--- src/hdl/mandelbrot_escape_time_defines.svh ---
// Assertion macros shared by the RTL files.
`ifndef MANDELBROT_ESCAPE_TIME_DEFINES_SVH
`define MANDELBROT_ESCAPE_TIME_DEFINES_SVH
`ifndef SYNTH
// Check a property on every clock edge outside reset.
`define MBE_ASSERT(label, clk, rst, prop, msg) \
   label: assert property (@(posedge clk) disable iff (rst) prop) else $error(msg);
// Check a property on every clock edge, reset included.
`define MBE_ASSERT_ALWAYS(label, clk, prop, msg) \
   label: assert property (@(posedge clk) prop) else $error(msg);
`else
`define MBE_ASSERT(label, clk, rst, prop, msg)
`define MBE_ASSERT_ALWAYS(label, clk, prop, msg)
`endif
`endif

--- src/hdl/mbe_pkg.sv ---
package mbe_pkg;

   localparam int COORD_W   = 32;
   localparam int FRAC      = 28;
   localparam int STEP_W    = 31;
   localparam int PIX_W     = 12;
   localparam int WIDE_W    = 48;
   localparam int PROD_W    = 2 * COORD_W;
   localparam int COUNT_W   = 10;
   localparam int COUNT_MAX = 1023;
   localparam int CSR_IDX_W = 2;
   localparam int CSR_DAT_W = 32;
   localparam int FQ_DEPTH  = 2;
   localparam int FQ_PTR_W  = 1;

   localparam logic signed [WIDE_W-1:0] ESCAPE_LIMIT = WIDE_W'(4) <<< FRAC;

   localparam logic signed [COORD_W-1:0] X_ORIGIN_RST = -32'sd671088640;
   localparam logic signed [COORD_W-1:0] Y_ORIGIN_RST = -32'sd268435456;
   localparam logic [STEP_W-1:0]         X_STEP_RST   = 31'd1565873;
   localparam logic [STEP_W-1:0]         Y_STEP_RST   = 31'd894785;

   typedef enum logic [CSR_IDX_W-1:0] {
      CSR_X_ORIGIN = 2'd0,
      CSR_Y_ORIGIN = 2'd1,
      CSR_X_STEP   = 2'd2,
      CSR_Y_STEP   = 2'd3
   } csr_index_type;

   typedef struct packed {
      logic signed [COORD_W-1:0] x_origin;
      logic signed [COORD_W-1:0] y_origin;
      logic [STEP_W-1:0]         x_step;
      logic [STEP_W-1:0]         y_step;
   } view_type;

   typedef struct packed {
      logic signed [COORD_W-1:0] cr;
      logic signed [COORD_W-1:0] ci;
   } point_type;

   // Clamp a wide signed value to the signed coordinate range.
   function automatic logic signed [COORD_W-1:0] sat_coord(
      input logic signed [WIDE_W-1:0] v
   );
      logic in_range;
      in_range = (&v[WIDE_W-1:COORD_W-1]) || !(|v[WIDE_W-1:COORD_W-1]);
      if (in_range) begin
         return v[COORD_W-1:0];
      end else if (v[WIDE_W-1]) begin
         return {1'b1, {(COORD_W-1){1'b0}}};
      end else begin
         return {1'b0, {(COORD_W-1){1'b1}}};
      end
   endfunction

endpackage

--- src/hdl/mbe_front.sv ---
`include "mandelbrot_escape_time_defines.svh"

module mbe_front (
   input  logic                           clock,
   input  logic                           reset,
   input  logic                           push,
   output logic                           full,
   input  logic [mbe_pkg::PIX_W-1:0]      req_pixel_column,
   input  logic [mbe_pkg::PIX_W-1:0]      req_pixel_row,
   input  mbe_pkg::view_type              view,
   output logic                           c_valid,
   input  logic                           c_ready,
   output mbe_pkg::point_type             c_data
);

   localparam int MUL_W = mbe_pkg::PIX_W + mbe_pkg::STEP_W;

   mbe_pkg::point_type                 fq_mem_ff [mbe_pkg::FQ_DEPTH];
   logic [mbe_pkg::FQ_PTR_W-1:0]       wr_ptr_ff, wr_ptr_in;
   logic [mbe_pkg::FQ_PTR_W-1:0]       rd_ptr_ff, rd_ptr_in;
   logic [mbe_pkg::FQ_PTR_W:0]         count_ff, count_in;

   logic [MUL_W-1:0]                   prod_x, prod_y;
   logic signed [mbe_pkg::WIDE_W-1:0]  wide_x, wide_y;
   mbe_pkg::point_type                 point;
   logic                               do_push, do_pop;

   // Map the pixel to its point in the plane.
   always_comb begin
      prod_x = MUL_W'(req_pixel_column) * MUL_W'(view.x_step);
      prod_y = MUL_W'(req_pixel_row) * MUL_W'(view.y_step);
      wide_x = mbe_pkg::WIDE_W'(view.x_origin) + mbe_pkg::WIDE_W'($signed({1'b0, prod_x}));
      wide_y = mbe_pkg::WIDE_W'(view.y_origin) + mbe_pkg::WIDE_W'($signed({1'b0, prod_y}));
      point.cr = mbe_pkg::sat_coord(wide_x);
      point.ci = mbe_pkg::sat_coord(wide_y);
   end

   assign full    = (count_ff == (mbe_pkg::FQ_PTR_W+1)'(mbe_pkg::FQ_DEPTH));
   assign c_valid = (count_ff != '0);
   assign c_data  = fq_mem_ff[rd_ptr_ff];
   assign do_push = push && !full;
   assign do_pop  = c_valid && c_ready;

   always_comb begin
      wr_ptr_in = do_push ? wr_ptr_ff + 1'b1 : wr_ptr_ff;
      rd_ptr_in = do_pop ? rd_ptr_ff + 1'b1 : rd_ptr_ff;
      count_in  = count_ff;
      if (do_push && !do_pop) begin
         count_in = count_ff + 1'b1;
      end else if (do_pop && !do_push) begin
         count_in = count_ff - 1'b1;
      end
   end

   always_ff @(posedge clock) begin
      if (reset) begin
         wr_ptr_ff <= '0;
         rd_ptr_ff <= '0;
         count_ff  <= '0;
      end else begin
         wr_ptr_ff <= wr_ptr_in;
         rd_ptr_ff <= rd_ptr_in;
         count_ff  <= count_in;
      end
   end

   always_ff @(posedge clock) begin
      if (do_push) begin
         fq_mem_ff[wr_ptr_ff] <= point;
      end
   end

   `MBE_ASSERT(a_fq_bound, clock, reset, count_ff <= (mbe_pkg::FQ_PTR_W+1)'(mbe_pkg::FQ_DEPTH), "point queue overfilled")

endmodule

--- config.mk ---
export PLATFORM = sky130hd
export DESIGN_NAME = mbe_front
export DESIGN_NICKNAME = d
export VERILOG_FILES = /design/src/hdl/mbe_pkg.sv /design/src/hdl/mbe_front.sv
export VERILOG_INCLUDE_DIRS = /design/src /design/src/hdl
export SDC_FILE = /design/constraint.sdc
export NUM_CORES = 2
export LEC_CHECK = 0
export BUFFER_PORTS_ARGS = -buffer_cell sky130_fd_sc_hd__buf_2
export CAP_MARGIN = 40
export CORE_UTILIZATION = 45
export CTS_CLUSTER_SIZE = 16
export DETAILED_ROUTE_END_ITERATION = 8
export GPL_TIMING_DRIVEN = 0
export HOLD_SLACK_MARGIN = 0.12
export PLACE_DENSITY = 0.76
export SETUP_SLACK_MARGIN = 0.4
export SLEW_MARGIN = 10
export SYNTH_ARGS = -nofsm -noshare
export SYNTH_HDL_FRONTEND = slang
export SYNTH_SLANG_ARGS = --single-unit
--- constraint.sdc ---
create_clock -name clock -period 9.5 [get_ports clock]
set_input_delay 1.9 -clock clock [delete_from_list [all_inputs] [get_ports clock]]
set_output_delay 1.9 -clock clock [all_outputs]
set_load 0.01 [all_outputs]
Word-level counts from Yosys, hierarchy flattened:

Memory sizes are Yosys's and may differ from the RTL's. A register that Yosys moved wholly into a read port is not among the register bits.
Cells that the tools add are included.
W data, S select, Z words.

* add/subtract/negate cells: 6
* multiplexer cells: 10
* equality and inequality tests: 1
* reduce and logical (&&, ||, !) cells: 17
* multiply operators: 2

Operators with widths (count)
* $mux W32: 4
* $add A32 B44 Y45: 2
* $mul A12 B31 Y43: 2
* $reduce_and A17 Y1: 2
* $reduce_or A17 Y1: 2
* $logic_not A1 Y1: 5
* $logic_and A1 B1 Y1: 4
* $mux W1: 4
* $mux W2: 2
* $reduce_bool A2 Y1: 2
* $add A1 B1 Y1 const B: 2
* $add A2 B1 Y2 const B: 1
* $eq A2 B2 Y1 const B: 1
* $logic_or A1 B1 Y1: 2
* $sub A2 B1 Y2 const B: 1

* output and inout bits: 66
* input bits: 154
* register bits: 4
* RAM bits: 128
* memories kept: 1

Memory list
* fq_mem_ff: words 2, bits a word 64, read ports 1, clocked after Yosys merged registers in 1, wr ports 1, RTL line mbe_front.sv:18 `mbe_pkg::point_type fq_mem_ff [mbe_pkg::FQ_DEPTH];`

Depth between registers and ports, before layout:

* word-level depth: 7
* depth in mapped cells: 37

Worst setup path after synthesis:

Ideal clock, no wire load.

* path type: input to register
* start point: input port req_pixel_row[6] in the netlist's numbering
* end point: memory fq_mem_ff[0][23] in the netlist's numbering (data pin)
* arrival time: 9.880 ns
* stages: 33
* buffers on the path: 3
* setup slack: -0.577 ns
* setup time: 0.197 ns
* path through: clkbuf_1 > nand2_1 > fa_1 > inv_1 > fa_1 > fa_1 > fa_1 > inv_1 > fa_1 > inv_1 > ha_1 > a21oi_1 > o21bai_1 > a2111oi_0 > o31ai_1 > o21bai_1 > a31oi_1 > o21ai_0 > a21oi_1 > xnor2_1 > ha_1 > a21o_1 > a21o_1 > a221oi_1 > o21ai_0 > a2111oi_0 > xnor2_1 > o211ai_1 > or4_1 > clkbuf_1 > o211a_4 > buf_6 > nor4_1

RTL lines
* start: declaration: RTL line mbe_front.sv:9 `input logic [mbe_pkg::PIX_W-1:0] req_pixel_row,`
* end: declaration: RTL line mbe_front.sv:18

==> results.md <==
- Status: finished with violations
- Violated checks: negative setup slack
- Tcrit/Tclk final: 104%
- Synth Register Bits: 133
- Layout net count: roughly 5300
- Max_slew headroom: 55.2%
- Die height: around 280 um
- CTS Buf Count: 17
- Final setup fails: roughly 120
- First-pass GRT wire length: roughly 160000 um
- Yosys top cell area share: 34.3%
- Largest net degree at the start of global routing: 57
- Initial antenna violation count: 7
- Per-cell routed wire length: 19.2 um
- CP Max Fanout: 10
- Crit-path leading delay family: adder cells
- Crit. End Element: register
- I/O Buffers: between 200 and 250
- Dominant synthesized flop cell: edfxtp_1
- RSZ-0062 raised after global routing: true
- Cell variety after synth: just over 70
- Clock transition at the registers of the reported paths: about 0.060 ns
- Routed Antenna Nets: 0
- Global placement routability congestion: roughly 0.96
- Root Buffer: clkbuf_16
- Sink Count: about 130
- Post-synth EDFFs: about 130
- Post-synthesis instance total: about 3900
- Drt pass-1 iters: 5
- Clock latency on the worst-skew pair: approximately 0.42 ns
- Max Clock Freq: about 100 MHz
- Fin. max-slew vios: 0
- Worst Path Buf+Inv: 11
- Total wire length: 102000 um
- Die Wd: ~280 um
- Crit start category: input pin
- Critical path's slowest cell: fa_1
- Clock buffer depth: 2
- Setup WS post-layout: -0.367 ns
- HP Class: register to register
- Leading area contributor after synthesis: fa_1
- Core Area: about 75000 um2
- Initial Util: 45.6%
- Fin. Hold Viols: 0
- Min cycle time layout: approximately 10 ns
- Share of async-settable or async-resettable flops after synthesis: 0%
- Diode count: 0
- H-Tree Depth: 4
- WP data required: roughly 9.7 ns
- CP max stage delay: between 0.5 and 0.6 ns
- DR vias: roughly 30000
- Initial DRC count: 2138
- CP Class: input pin to register
- Final Skew: roughly 0.016 ns
- Synth Net Count: a little under 5000
- Syn_area_per_cell: between 8 and 9 um2
- Layout Cells excl Fill: between 5000 and 6000
- Num rows: 100
- Dpl hpwl: between 80000 and 90000 um
- GRT Overall Usage: about a quarter
- Die Footprint: between 70000 and 80000 um2
- Layout cells sized above 1: between 20% and 30%
- Placed Cells: 5139
- Worst slew pin tran: between 0.6 and 0.7 ns
- Vias per cell: between 5 and 6
- Dominant cells by area after synthesis: fa_1 34%, edfxtp_1 11%, ha_1 9.6%
- TritonCTS clock tree: built
- CTS hold repair buffers: 0
- Synth warn: 0
- Most used cell, CP: fa_1
- Area growth, synth to finish: 27.3%
- Max Cap Viol: 0
- Synthesized area: 34000 um2
- I/O pins: 220
- Seq/Total Area, Yosys: a little under an eighth
- Worst Path Arrival: about 10 ns
- Remaining Overflow, GRT: 0
- Remaining DRCs: 0
- Vias in the first global route: about 30000
- Pre-CTS setup slack: -1.65 ns
==> what timing repair did <==
action                                  CTS  global route
setup buffers                            81            60
pin swaps                                95           140
resized for setup                       347           372
gates cloned                             12             0
endpoints found under the setup margin  128           128
==> per-layer routing <==
metal  wire length [um]  vias up  track usage (%)  part of all wire (%)
li1                   -    13400                -                     -
met1              41600    14800             33.9                    41
met2              48800     1254             44.5                    48
met3               8090      242             5.01                   7.9
met4               3480       14             8.03                   3.4
met5                 93        -                0                 0.091
==> placed cells by master (no fill, tap or decap), types with 27 or more instances in the layout <==
cell type and n:
a21o_1 73, a21oi_1 120, a21oi_2 41, a21oi_4 38
and2_1 186, buf_2 206, buf_4 131, buf_6 39
buf_8 33, clkbuf_1 35, clkbuf_16 41, clkbuf_2 31
clkbuf_4 31, clkbuf_8 30, edfxtp_1 128, fa_1 565
ha_1 221, ha_4 27, inv_1 678, mux2_2 65
nand2_1 672, nand4_1 42, nor2_1 96, nor4_4 64
o21ai_0 60, xnor2_1 80, xor2_1 56
==> per-stage QoR <==
| step | hold WS (ns) | TNS [ns] | util, % | instance area, um2 |
|---|---|---|---|---|
| 2_1_floorplan | 0.461 | -1.16 | - | 36200 |
| 3_5_place_dp | 0.496 | -188.33 | 51.8 | 38600 |
| 4_1_cts | 0.510 | -19.69 | 55.7 | 41600 |
| 3_3_place_gp | 0.485 | -178.71 | 51.7 | 38500 |
| 6_report | 0.504 | -33.30 | 58.0 | 43300 |
| 5_1_grt | 0.547 | -65.21 | 58.0 | 43300 |
==> worst paths after layout <==
| kind | start | to | slack, ns | depth (start not counted) |
|---|---|---|---|---|
| worst min-delay path | rd_ptr_ff | rd_ptr_ff | 0.50 | 2 |
| worst min register to register | rd_ptr_ff | rd_ptr_ff | 0.50 | 2 |
| worst max-delay path | req_pixel_row[4] | fq_mem_ff[1][17] | -0.37 | 37 |
| worst max register to register | count_ff[0] | fq_mem_ff[0][51] | 7.66 | 5 |
==> cell type report <==
cell class,count,area [um2]
Inverter,702,2640
Multi-Input combinational cell,2906,29900
Fill cell,6224,31300
Tap cell,969,1210
Clock inverter,14,178
Clock buffer,18,429
Sequential cell,133,3940
Buffer,207,2220
Timing Repair Buffer,375,2740
==> worst register-to-register path: cells and delay by family, from the launching register on <==
kind,cells,cell delay [ns]
AND/OR/NAND/NOR,3,0.64
buffers and inverters,2,0.49
flip-flops,1,0.39
==> state kept, by name (all words and copies together), names as in the netlist, named ones only <==
register   flops
wr_ptr_ff      1
count_ff       2
rd_ptr_ff      1
fq_mem_ff    128
==> kinds of logic after synthesis <==
logic type	synth area share (%)
AND/OR/NAND/NOR	17.4
buffers and inverters	10.1
adder cells (fa/ha/maj)	43.9
AO/OA/AOI/OAI	10.8
XOR/XNOR	3.99
flip-flops	11.6
multiplexers	2.21
==> synthesized netlist by cell type, drive strengths merged (9+ instances only) <==
| library cell | instances |
|---|---|
| nand2b | 10 |
| a21oi | 199 |
| and3 | 21 |
| a211oi | 19 |
| o21a | 25 |
| and2 | 207 |
| inv | 702 |
| nor4 | 69 |
| a31oi | 18 |
| edfxtp | 128 |
| nor3 | 54 |
| a2111oi | 9 |
| nand3 | 21 |
| xnor2 | 91 |
| o211ai | 23 |
| or2 | 11 |
| ha | 261 |
| nand2 | 686 |
| xor2 | 64 |
| fa | 582 |
| nor2b | 13 |
| nor2 | 104 |
| clkbuf | 193 |
| o21ai | 100 |
| or3 | 11 |
| buf | 14 |
| a21o | 73 |
| nand4 | 42 |
| o21bai | 26 |
| mux2 | 65 |
Power is left out: the tool's default activity adds up to more than one toggle a clock period on the data nets, which glitch-free logic cannot reach.
